--- config.mk ---
export PLATFORM = sky130hd
export DESIGN_NAME = svpwm_project
export DESIGN_NICKNAME = d
export VERILOG_FILES = /design/src/hw/rtl/svpwm_pkg.sv /design/src/hw/rtl/svpwm_project.sv
export SDC_FILE = /design/constraint.sdc
export NUM_CORES = 2
export LEC_CHECK = 0
export BUFFER_PORTS_ARGS = -buffer_cell sky130_fd_sc_hd__buf_2
export CAP_MARGIN = 15
export CORE_MARGIN = 3
export CORE_UTILIZATION = 60
export DETAILED_ROUTE_END_ITERATION = 10
export PLACE_DENSITY_LB_ADDON = 0.12
export RECOVER_POWER = 100
export SLEW_MARGIN = 20
export SYNTH_ARGS = -nofsm -noshare
export SYNTH_HDL_FRONTEND = slang
export SYNTH_SLANG_ARGS = --single-unit
--- constraint.sdc ---
create_clock -name clock -period 10.1 [get_ports clock]
set_input_delay 1.01 -clock clock [delete_from_list [all_inputs] [get_ports clock]]
set_output_delay 1.01 -clock clock [all_outputs]
set_load 0.02 [all_outputs]
--- src/hw/rtl/svpwm_pkg.sv ---
// ----------------------------------------------------------------------------
// svpwm_pkg
// Shared types and constants for the SVPWM compare generator.
// ----------------------------------------------------------------------------
package svpwm_pkg;

   localparam int ANGLE_BITS   = 16;
   localparam int VOLT_BITS    = 16;

   localparam int CORDIC_STEPS = 16;
   localparam int CORDIC_START = 39797;
   localparam int COS30_Q16    = 56756;

   localparam logic [2:0] CSR_BUS_VOLTAGE     = 3'd0;
   localparam logic [2:0] CSR_DUTY_GAIN       = 3'd1;
   localparam logic [2:0] CSR_TIMER_LOAD      = 3'd2;
   localparam logic [2:0] CSR_COUNTS_PER_VOLT = 3'd3;
   localparam logic [2:0] CSR_VOLTAGE_LIMIT   = 3'd4;

   localparam logic [2:0] SEC_2 = 3'd2;
   localparam logic [2:0] SEC_3 = 3'd3;
   localparam logic [2:0] SEC_4 = 3'd4;
   localparam logic [2:0] SEC_5 = 3'd5;

   // atan(2^-i) in 32-bit turns
   function automatic logic [31:0] atan_turn(input int i);
      logic [31:0] t;
      case (i)
         0:  t = 32'h20000000;
         1:  t = 32'h12E4051E;
         2:  t = 32'h09FB385B;
         3:  t = 32'h051111D4;
         4:  t = 32'h028B0D43;
         5:  t = 32'h0145D7E1;
         6:  t = 32'h00A2F61E;
         7:  t = 32'h00517C55;
         8:  t = 32'h0028BE53;
         9:  t = 32'h00145F2F;
         10: t = 32'h000A2F98;
         11: t = 32'h000517CC;
         12: t = 32'h00028BE6;
         13: t = 32'h000145F3;
         14: t = 32'h0000A2FA;
         default: t = 32'h0000517D;
      endcase
      return t;
   endfunction

   typedef struct packed {
      logic [VOLT_BITS-1:0]  volt_d;
      logic [VOLT_BITS-1:0]  volt_q;
      logic [ANGLE_BITS-1:0] elec_angle;
   } req_type;

   typedef struct packed {
      logic [2:0]           sector;
      logic [VOLT_BITS+1:0] term_a;
      logic [VOLT_BITS+1:0] term_b;
      logic [VOLT_BITS+1:0] term_c;
      logic [15:0]          compare_a;
      logic [15:0]          compare_b;
      logic [15:0]          compare_c;
   } rsp_type;

endpackage

--- src/hw/rtl/svpwm_project.sv ---
// ----------------------------------------------------------------------------
// svpwm_project
// Inverse Park, projections, sector and per-sector sums, registered in stages.
// ----------------------------------------------------------------------------
module svpwm_project import svpwm_pkg::*; (
   input  logic                        clock,
   input  logic                        reset,
   input  logic                        in_valid,
   input  logic signed [VOLT_BITS-1:0] in_d,
   input  logic signed [VOLT_BITS-1:0] in_q,
   input  logic signed [17:0]          in_cos,
   input  logic signed [17:0]          in_sin,
   input  logic [VOLT_BITS-1:0]        bus_voltage,
   output logic                        out_valid,
   output logic [2:0]                  out_sector,
   output logic signed [VOLT_BITS+5:0] out_sum [3]
);

   localparam int PW = VOLT_BITS + 18;  // product width
   localparam int AW = VOLT_BITS + 2;   // alpha/beta width
   localparam int XW = AW + 18;         // projection scaled by 2^16
   localparam int SW = VOLT_BITS + 6;

   // stage 1: four products
   logic          v1_ff;
   logic signed [PW-1:0] dc_ff, qs_ff, ds_ff, qc_ff;
   // stage 2: alpha, beta
   logic          v2_ff;
   logic signed [AW-1:0] al_ff, be_ff;
   // stage 3: projections
   logic          v3_ff;
   logic signed [XW-1:0] ax_ff, bh_ff;
   logic signed [AW-1:0] be3_ff;
   // stage 4: sector, sums
   logic          v4_ff;
   logic [2:0]    sec_ff;
   logic signed [SW-1:0] sum_ff [3];

   logic signed [PW:0]   al_w, be_w;
   logic signed [XW-1:0] x2, y2;
   logic signed [SW-1:0] px, py, pz, vb;
   logic [2:0]           sec_in;
   logic signed [SW-1:0] sum_in [3];

   assign al_w = (PW+1)'(dc_ff) - (PW+1)'(qs_ff);
   assign be_w = (PW+1)'(ds_ff) + (PW+1)'(qc_ff);

   assign x2 = ax_ff + bh_ff;
   assign y2 = bh_ff - ax_ff;
   assign px = SW'(x2 >>> 16);
   assign py = SW'(y2 >>> 16);
   assign pz = SW'(be3_ff);
   assign vb = SW'(signed'({1'b0, bus_voltage}));
   assign sec_in = {x2 <= 0, y2 <= 0, be3_ff > 0};

   always_comb begin
      case (sec_in)
         SEC_2, SEC_5: begin
            sum_in[0] = vb + px - pz;
            sum_in[1] = vb - px + pz;
            sum_in[2] = vb - px - pz;
         end
         SEC_3, SEC_4: begin
            sum_in[0] = vb - py + pz;
            sum_in[1] = vb + py + pz;
            sum_in[2] = vb + py - pz;
         end
         default: begin
            sum_in[0] = vb + px - py;
            sum_in[1] = vb + px + py;
            sum_in[2] = vb - px - py;
         end
      endcase
   end

   always_ff @(posedge clock) begin
      if (reset) begin
         v1_ff <= 1'b0;
         v2_ff <= 1'b0;
         v3_ff <= 1'b0;
         v4_ff <= 1'b0;
      end else begin
         v1_ff <= in_valid;
         v2_ff <= v1_ff;
         v3_ff <= v2_ff;
         v4_ff <= v3_ff;
      end
      dc_ff  <= PW'(in_d * in_cos);
      qs_ff  <= PW'(in_q * in_sin);
      ds_ff  <= PW'(in_d * in_sin);
      qc_ff  <= PW'(in_q * in_cos);
      al_ff  <= AW'(al_w >>> 16);
      be_ff  <= AW'(be_w >>> 16);
      ax_ff  <= XW'(al_ff * signed'(18'sd56756));
      bh_ff  <= XW'(be_ff) <<< 15;
      be3_ff <= be_ff;
      sec_ff <= sec_in;
      sum_ff <= sum_in;
   end

   assign out_valid  = v4_ff;
   assign out_sector = sec_ff;
   assign out_sum    = sum_ff;

endmodule

==> results.json <==
{
  "rsz0062_at_grt": "no",
  "tightest_slew_ns": 3.46,
  "die_height_um": 344,
  "cp_slowest_cell": "clkbuf_1",
  "outcome": "finished, violations left",
  "skew_ns": 0.0448,
  "ys_warn_count": 0,
  "mostFrequentLayoutCells": "inv_1 (1647), fa_1 (1322), nand2_1 (811)",
  "cpPeakStageDelay_ns": 1.58,
  "synth_adder_area_share_pct": 52.2,
  "grt.busiest_layer": "met2",
  "synth_mux_area_share_pct": 0.503,
  "grt-ovfl-total": 0,
  "cts_tree": "yes",
  "coreArea_um2": 113000,
  "routed_via_density": 5.64,
  "row_count": 123,
  "nets": 9795,
  "place.gp.congestion": 0.966,
  "cp-start-kind": "input pin",
  "placed_cells": 9098,
  "required_ns": 10.51,
  "critical_path_class": "in2reg",
  "met2_usage_pct": 54.8,
  "holdBufCountCts": 0,
  "grt_max_degree": 84,
  "crit_path_cell_trace": "clkbuf_1 > nand2_1 > inv_1 > fa_1 > inv_1 > fa_1 > fa_1 > fa_1 > fa_1 > inv_1 > fa_1 > ha_1 > nand4_1 > nor2_1 > nand2_1 > o31ai_1 > o41ai_1 > a21oi_1 > a21oi_1 > xnor2_1",
  "cp_top_family": "adder cells",
  "netlist_area_um2": 68700,
  "clk_path_buf_depth": 3,
  "synth_edf_count": 0,
  "critPathMostFrequentCell": "fa_1",
  "areaGrowthSynthToFinish_pct": 4.66,
  "relSlewSlack_pct": -131,
  "finalSetupViolCount": 0,
  "synth-simple-area-share_pct": 14.2,
  "drive_gt1_share_pct": 3.26,
  "cts_htree_levels": 2,
  "crit_path_end_kind": "flip-flop",
  "ys_types": 93,
  "cts-root-buf": "clkbuf_16",
  "hold_class": "reg2reg",
  "post-dp-hpwl_um": 155000,
  "layout.cells.most_common": "inv_1",
  "hold_depth": 0,
  "setup-tns-final_ns": 0,
  "synth-compound-area-share_pct": 8.96,
  "ys.flop_type": "dfxtp_1",
  "dr.pass1.iters": 6,
  "drc_errors": 0,
  "start_util_pct": 60.7,
  "path_depth": 20,
  "clk_pin_slew_ns": 0.06,
  "placed_area_um2": 70700,
  "period_minus_slack_ns": 8.84,
  "worstPathMaxFanout": 36,
  "antenna_left": 0,
  "seq_area_frac_synth_pct": 8.63,
  "grt_use_total_pct": 32.8,
  "postSynthCellCount": 7667,
  "grt_pass1_wl_um": 300000,
  "synth_fp_nets": 9824,
  "die_x_um": 344,
  "synth_top_family_by_area": "adder cells",
  "cap_viol_max_count": 6,
  "drt-initial-drc-count": 3182,
  "use_met1_pct": 40.7,
  "wl_per_cell_um": 20.5,
  "final-hold-violation-count": 0,
  "use_met3_pct": 4.98,
  "design_area_um2": 71900,
  "dieArea_um2": 119000,
  "port_buffers": 156,
  "rr_worst_depth": 24,
  "synth_xor_area_share_pct": 4.88,
  "cts_buffers": 38,
  "slew_violations": 239,
  "stdcell_count": 9194,
  "synth-async-reset-ratio_pct": 0,
  "wirelength_um": 188000,
  "path_buf_inv": 4,
  "vias": 51900,
  "violations": "max-capacitance violations, max-slew violations",
  "cts_resized": 0,
  "ys_ff_latch": 296,
  "cts.sinks": 296,
  "timing.fmax_mhz": 113,
  "clk_latency_ns": 0.63,
  "avgSynthCellArea_um2": 8.96,
  "fin_crit_sh_pct": 87.5,
  "grt_pass1_vias": 54800,
  "critPathArrivalTime_ns": 9.25,
  "cts_setup_buffers": 0,
  "ios": 157,
  "antenna_found_initial": 28
}
[layout make-up]
type	count	area (um^2)
timing repair buffer	215	1110
inverter	1652	6200
antenna	26	65.1
clock inverter	23	243
sequential	296	5930
multi-input combinational	5435	55400
tap	1500	1880
fill	9785	41200
clock buffer	47	1060
[routing by layer]
layer | vias to the layer above | part of all wire [%]
li1 | 23600 | -
met5 | - | 0.031
met2 | 1723 | 48
met4 | 10 | 6.7
met3 | 426 | 6.5
met1 | 26200 | 39
[kinds of logic after synthesis]
kind of cell	after synthesis
xor gates and xnor gates	382
adders and majority gates	2070
DFF	296
buffers and inverters	1936
AOI/OAI and AO/OA	950
muxes	32
and+or+nand+nor	2001
[synthesized netlist by cell type, types with 21 or more instances]
master | number | share of area [%]
or3_1 | 26 | 0.24
nor3_1 | 80 | 0.58
o21ai_0 | 142 | 1.0
buf_1 | 24 | 0.13
clkbuf_1 | 238 | 1.3
a21o_1 | 89 | 0.97
nor2_1 | 277 | 1.5
and3_1 | 21 | 0.19
xnor2_1 | 281 | 3.6
xor2_1 | 100 | 1.3
a211oi_1 | 28 | 0.31
o21ai_1 | 40 | 0.29
ha_1 | 748 | 14
nand2b_1 | 121 | 1.1
inv_1 | 1646 | 9.0
o21a_1 | 52 | 0.57
a21oi_1 | 309 | 2.3
nand2_1 | 811 | 4.4
o21bai_1 | 46 | 0.50
nand4_1 | 28 | 0.26
fa_1 | 1322 | 39
nand3_1 | 56 | 0.41
mux2i_1 | 24 | 0.35
and2_1 | 446 | 4.1
dfxtp_1 | 296 | 8.6
a31oi_1 | 29 | 0.26
nor2b_1 | 50 | 0.46
[worst paths after layout]
| check | start | slack, ns | to |
|---|---|---|---|
| min | be_ff[4] | 0.32 | be3_ff[4] |
| min reg2reg | be_ff[4] | 0.32 | be3_ff[4] |
| max reg2reg | be3_ff[0] | 1.49 | out_sum[59] |
| max | in_q[1] | 1.26 | qc_ff[27] |
[per-stage QoR]
stage / setup WS (ns) / hold WS (ns) / utilization [%]
2_1_floorplan: 2.64 / 0.310 / -
3_3_place_gp: 1.73 / 0.314 / 62.5
4_1_cts: 2.03 / 0.318 / 63.6
3_5_place_dp: 1.57 / 0.312 / 62.5
5_1_grt: 0.875 / 0.324 / 63.5
6_report: 1.26 / 0.315 / 63.6
[flip-flops by register name (all words and copies together) (netlist names)]
name and cells:
qs_ff 34, out_valid 1, out_sector 3, qc_ff 34
be3_ff 18, al_ff 18, ds_ff 34, out_sum 66
v2_ff 1, be_ff 18, v1_ff 1, ax_ff 33
dc_ff 34, v3_ff 1
Power is left out: the tool's default activity adds up to more than one toggle a clock period on the data nets, which glitch-free logic cannot reach.
