`src/hw/rtl/svpwm_pkg.sv`:
```
// ----------------------------------------------------------------------------
// svpwm_pkg
// Shared types and constants for the SVPWM compare generator.
// ----------------------------------------------------------------------------
package svpwm_pkg;

   localparam int ANGLE_BITS   = 16;
   localparam int VOLT_BITS    = 16;

   localparam int CORDIC_STEPS = 16;
   localparam int CORDIC_START = 39797;
   localparam int COS30_Q16    = 56756;

   localparam logic [2:0] CSR_BUS_VOLTAGE     = 3'd0;
   localparam logic [2:0] CSR_DUTY_GAIN       = 3'd1;
   localparam logic [2:0] CSR_TIMER_LOAD      = 3'd2;
   localparam logic [2:0] CSR_COUNTS_PER_VOLT = 3'd3;
   localparam logic [2:0] CSR_VOLTAGE_LIMIT   = 3'd4;

   localparam logic [2:0] SEC_2 = 3'd2;
   localparam logic [2:0] SEC_3 = 3'd3;
   localparam logic [2:0] SEC_4 = 3'd4;
   localparam logic [2:0] SEC_5 = 3'd5;

   // atan(2^-i) in 32-bit turns
   function automatic logic [31:0] atan_turn(input int i);
      logic [31:0] t;
      case (i)
         0:  t = 32'h20000000;
         1:  t = 32'h12E4051E;
         2:  t = 32'h09FB385B;
         3:  t = 32'h051111D4;
         4:  t = 32'h028B0D43;
         5:  t = 32'h0145D7E1;
         6:  t = 32'h00A2F61E;
         7:  t = 32'h00517C55;
         8:  t = 32'h0028BE53;
         9:  t = 32'h00145F2F;
         10: t = 32'h000A2F98;
         11: t = 32'h000517CC;
         12: t = 32'h00028BE6;
         13: t = 32'h000145F3;
         14: t = 32'h0000A2FA;
         default: t = 32'h0000517D;
      endcase
      return t;
   endfunction

   typedef struct packed {
      logic [VOLT_BITS-1:0]  volt_d;
      logic [VOLT_BITS-1:0]  volt_q;
      logic [ANGLE_BITS-1:0] elec_angle;
   } req_type;

   typedef struct packed {
      logic [2:0]           sector;
      logic [VOLT_BITS+1:0] term_a;
      logic [VOLT_BITS+1:0] term_b;
      logic [VOLT_BITS+1:0] term_c;
      logic [15:0]          compare_a;
      logic [15:0]          compare_b;
      logic [15:0]          compare_c;
   } rsp_type;

endpackage

```
`src/hw/rtl/svpwm_cordic.sv`:
```
// ----------------------------------------------------------------------------
// svpwm_cordic
// Pipelined CORDIC sine/cosine, one rotation per stage, voltages carried along.
// ----------------------------------------------------------------------------
module svpwm_cordic import svpwm_pkg::*; (
   input  logic                        clock,
   input  logic                        reset,
   input  logic                        in_valid,
   input  logic signed [VOLT_BITS-1:0] in_d,
   input  logic signed [VOLT_BITS-1:0] in_q,
   input  logic [ANGLE_BITS-1:0]       in_angle,
   output logic                        out_valid,
   output logic signed [VOLT_BITS-1:0] out_d,
   output logic signed [VOLT_BITS-1:0] out_q,
   output logic signed [17:0]          out_cos,
   output logic signed [17:0]          out_sin
);

   localparam int N = CORDIC_STEPS;

   logic                        v_ff [N+1];
   logic signed [VOLT_BITS-1:0] d_ff [N+1];
   logic signed [VOLT_BITS-1:0] q_ff [N+1];
   logic signed [17:0]          x_ff [N+1];
   logic signed [17:0]          y_ff [N+1];
   logic signed [32:0]          z_ff [N+1];

   logic signed [32:0] z0_in;
   logic signed [17:0] x0_in;

   // fold into +-90 degrees
   always_comb begin
      logic signed [32:0] z;
      z = 33'(signed'({in_angle, {(32-ANGLE_BITS){1'b0}}}));
      x0_in = 18'sd39797;
      if (z > 33'sh040000000 || z < -33'sh040000000) begin
         z = (z > 0) ? z - 33'sh080000000 : z + 33'sh080000000;
         x0_in = -18'sd39797;
      end
      z0_in = z;
   end

   always_ff @(posedge clock) begin
      if (reset) begin
         v_ff[0] <= 1'b0;
      end else begin
         v_ff[0] <= in_valid;
      end
      d_ff[0] <= in_d;
      q_ff[0] <= in_q;
      x_ff[0] <= x0_in;
      y_ff[0] <= '0;
      z_ff[0] <= z0_in;
   end

   for (genvar i = 0; i < N; i++) begin : g_rot
      always_ff @(posedge clock) begin
         if (reset) begin
            v_ff[i+1] <= 1'b0;
         end else begin
            v_ff[i+1] <= v_ff[i];
         end
         d_ff[i+1] <= d_ff[i];
         q_ff[i+1] <= q_ff[i];
         if (z_ff[i] >= 0) begin
            x_ff[i+1] <= x_ff[i] - (y_ff[i] >>> i);
            y_ff[i+1] <= y_ff[i] + (x_ff[i] >>> i);
            z_ff[i+1] <= z_ff[i] - signed'({1'b0, atan_turn(i)});
         end else begin
            x_ff[i+1] <= x_ff[i] + (y_ff[i] >>> i);
            y_ff[i+1] <= y_ff[i] - (x_ff[i] >>> i);
            z_ff[i+1] <= z_ff[i] + signed'({1'b0, atan_turn(i)});
         end
      end
   end

   assign out_valid = v_ff[N];
   assign out_d     = d_ff[N];
   assign out_q     = q_ff[N];
   assign out_cos   = x_ff[N];
   assign out_sin   = y_ff[N];

endmodule

```
`config.mk`:
```
export PLATFORM = sky130hd
export DESIGN_NAME = svpwm_cordic
export DESIGN_NICKNAME = d
export VERILOG_FILES = /design/src/hw/rtl/svpwm_pkg.sv /design/src/hw/rtl/svpwm_cordic.sv
export SDC_FILE = /design/constraint.sdc
export NUM_CORES = 2
export LEC_CHECK = 0
export BUFFER_PORTS_ARGS = -buffer_cell sky130_fd_sc_hd__clkbuf_2
export CORE_MARGIN = 2
export CORE_UTILIZATION = 49
export DETAILED_ROUTE_END_ITERATION = 7
export SETUP_SLACK_MARGIN = 0.15
export SLEW_MARGIN = 10
export SYNTH_ARGS = -nofsm -noshare
export SYNTH_HDL_FRONTEND = slang
export SYNTH_SLANG_ARGS = --single-unit
```
`constraint.sdc`:
```
create_clock -name clock -period 12.5 [get_ports clock]
set_clock_uncertainty 0.05 [all_clocks]
set_input_delay 1.875 -clock clock [delete_from_list [all_inputs] [get_ports clock]]
set_output_delay 1.875 -clock clock [all_outputs]
set_load 0.01 [all_outputs]
```
==> metrics.csv <==
stage,metric,value,unit
run_status,status,"finished, final reports clean",
layout,share of cells above drive strength 1,6.04,%
yosys,post-synthesis compound-gate area fraction,17.9,%
yosys,distinct cell type count after synthesis,85,
floorplan,Die X,400,µm
clock_tree,Post-CTS Setup Inserts,0,
placed_design,Final HPWL DP,119,mm
clock_tree,Clock transition at path regs,0.06,ns
yosys,simple-gate area share of the yosys netlist,11.6,%
layout,area grow syn2layout,11.8,%
floorplan,Initial Util,49.2,%
worst_hold_path,HP Start,d_ff[13][14]$_DFF_P_,
grt,number of global-route vias before repair,53400,
worst_setup_path,Critical Path End Type,register,
worst_setup_path,cell family with the largest share of critical-path delay,compound AO/OA/AOI/OAI gates,
worst_setup_path,Reg2Reg Setup Slack,7.34,ns
worst_setup_path,critical path class,register to register,
yosys,ys flop type,dfxtp_1,
worst_setup_path,worst path arrival time,5.73,ns
layout,NumNets Final,9279,
sta,fin crit share,41.3,%
routing,Iter 0 DRT Violations,2549,
yosys,Post-Synth Adder-Cell Area,16.8,%
layout,"most common cell after layout, fill and taps aside",dfxtp_1,
yosys,xor and xnor area share after synthesis,11.0,%
sta,Worst Tran Pin Value,1.10,ns
layout,most frequent cells in the layout,"dfxtp_1 (1545), ha_1 (964), xnor2_1 (679)",
worst_hold_path,Worst Hold Depth,0,
grt,largest net degree at the start of global routing,49,
worst_setup_path,CP Data Required Time,13.07,ns
clock_tree,Clock Latency Late Sink,0.78,ns
worst_setup_path,Crit-path slowest cell,clkinv_1,
worst_setup_path,CP Cell Sequence,buf_4 -> clkinv_1 -> ha_1 -> fa_1 -> a21o_1 -> a21oi_1 -> nor2b_1 -> a41oi_1 -> o31ai_1 -> a221oi_1 -> o21ai_0 -> a21boi_0 -> o31ai_1 -> xnor2_1,
worst_setup_path,Crit path top cell by count,o31ai_1,
worst_setup_path,Buffers & Inverters on Critical Path,2,
yosys,sequential share of the synthesized area,40.3,%
routing,first-pass detailed-route iteration total,7,
worst_setup_path,Crit Reg-Reg Startpoint,z_ff[5][32]$_DFF_P_,
sta,RSZ-0062 raised after global routing,no,
placed_design,port bufs,119,
routing,Vias/cell,5.27,
grt,initial antenna violation count,0,
worst_setup_path,CP peak stage delay,0.88,ns
clock_tree,Clock Path Buffers,3,
clock_tree,clock root buffer master,clkbuf_16,
clock_tree,CTS tree,yes,
yosys,syn_area_per_cell,9.57,µm²
run,Max-Cap Viols,0,
yosys,Post-synth EDFFs,0,
sta,post-layout min period,5.16,ns
routing,DRC viols,0,
placed_design,Setup WS pre-CTS,7.35,ns
floorplan,core area,156000,µm²
clock_tree,clock tree sinks,1545,
sta,Setup TNS Final,0,ns
grt,GRT Overall Usage,18.8,%
routing,met2 wire length,75.7,mm
yosys,mux contribution to synthesized area,0.199,%
layout,Antenna Cells,0,
worst_hold_path,hold path endpoint,d_ff[14][14]$_DFF_P_,
floorplan,Rows,145,
sta,worst setup margin,7.34,ns
placed_design,RD Place Congestion,0.881,
yosys,syn nets,9081,
sta,Final setup viols,0,
grt,first-pass GRT wire length,255,mm
sta,max frequency,194,MHz
clock_tree,CTS H-tree lvls,4,
floorplan,Die Ht,400,µm
routing,WL met1,69.4,mm
yosys,Synth Register Bits,1545,
routing,DRT Wirelength,153,mm
routing,drt wl/cell,14.7,µm
sta,Hold Fails Final Rpt,0,
yosys,Synth Instances,8025,
routing,top layer in use,met4,
yosys,Mapped Area,76800,µm²
sta,"Slew Viols, Final",0,
routing,metal3 WL,4.16,mm
floorplan,die area,160000,µm²
sta,relative max-transition margin,26.8,%
yosys,main combinational cell family by area after synthesis,compound AO/OA/AOI/OAI gates,
worst_setup_path,worst-path fanout max,37,
floorplan,io pins,120,
routing,Post-DRT Antenna Nets,0,
yosys,YS warnings,0,
grt,global route overflow,0,
routing,total number of vias,54900,
yosys,Async SR Flop Fraction,0,%
clock_tree,# resized after CTS,0,
worst_setup_path,worst r2r dst,z_ff[6][31]$_DFF_P_,
worst_setup_path,crit path launch type,register,
worst_setup_path,R2R cell count,14,
clock_tree,Num CTS Buffers,164,
worst_hold_path,Worst Hold Class,register to register,
clock_tree,CTS Hold Bufs,0,
-- cells in the mapped netlist, drive strengths merged (27+ instances only) --
library cell / n / area (µm²)
o21bai: 81 / 608
clkbuf: 90 / 338
a21boi: 36 / 270
o31ai: 63 / 478
xnor2: 679 / 5950
a31oi: 50 / 313
a21oi: 670 / 3360
nor3: 140 / 701
nand2: 488 / 1830
nor2b: 136 / 858
nand4: 62 / 388
or3: 70 / 438
o41ai: 33 / 289
nor2: 536 / 2010
and2: 29 / 181
inv: 365 / 1370
or2: 27 / 169
ha: 964 / 12100
nand2b: 132 / 826
o21a: 135 / 1010
fa: 41 / 821
and3: 51 / 319
dfxtp: 1545 / 30900
a211oi: 55 / 418
o211ai: 33 / 248
a21o: 322 / 2420
nand3: 114 / 571
o21ai: 475 / 2380
xor2: 278 / 2430
-- cell type report --
class	count	area (µm²)
repair buffers	136	723
flip-flops and latches	1545	30900
well taps	2058	2570
inverters	366	1370
clock buffers	209	4580
multi-input cells	6010	44100
fillers	14000	70100
clock inverters	92	1580
-- kinds of logic (layout without fill, tap and decap cells) --
| kind of cell | after synthesis | in the layout |
|---|---|---|
| AOI/OAI and AO/OA | 2161 | 2161 |
| xor gates and xnor gates | 959 | 959 |
| adders and majority gates | 1005 | 1005 |
| buffers and inverters | 470 | 803 |
| DFF | 1545 | 1545 |
| muxes | 15 | 15 |
| and+or+nand+nor | 1870 | 1870 |
-- through the flow --
step | hold WS (ns) | area (µm²) | instances | utilization [%]
after global placement | 0.259 | 79700 | 10100 | 51.1
after CTS | 0.249 | 85900 | 10400 | 55.0
after floorplan | 0.260 | 76800 | 8025 | -
after global routing | 0.258 | 85900 | 10400 | 55.0
final | 0.253 | 85900 | 10400 | 55.0
after detailed placement | 0.262 | 79700 | 10100 | 51.1
-- layer usage --
metal	vias to the layer above	global-route usage, %
met2	662	34.4
met1	25100	22.8
met4	0	5.60
li1	28800	-
met5	-	0
met3	265	2.64
-- sequential cells by signal, summed over array words and instances (netlist names) --
name and flops:
z_ff 438, x_ff 274, y_ff 272, d_ff 272, q_ff 272, v_ff 17
-- worst max path at each step --
stage	slack, ns	end	cells after the start	start
4_1_cts	7.27	z_ff[6][31]$_DFF_P_	14	z_ff[5][32]$_DFF_P_
6_report	7.34	z_ff[6][31]$_DFF_P_	14	z_ff[5][32]$_DFF_P_
3_5_place_dp	7.35	z_ff[6][31]$_DFF_P_	14	z_ff[5][32]$_DFF_P_
2_1_floorplan	8.34	z_ff[6][31]$_DFF_P_	13	z_ff[5][32]$_DFF_P_
3_3_place_gp	7.27	z_ff[6][31]$_DFF_P_	14	z_ff[5][32]$_DFF_P_
5_1_grt	6.86	z_ff[6][31]$_DFF_P_	14	z_ff[5][32]$_DFF_P_
Power is not shown: default switching activity piles up to over one toggle a cycle in this logic, so the estimate is an artifact.
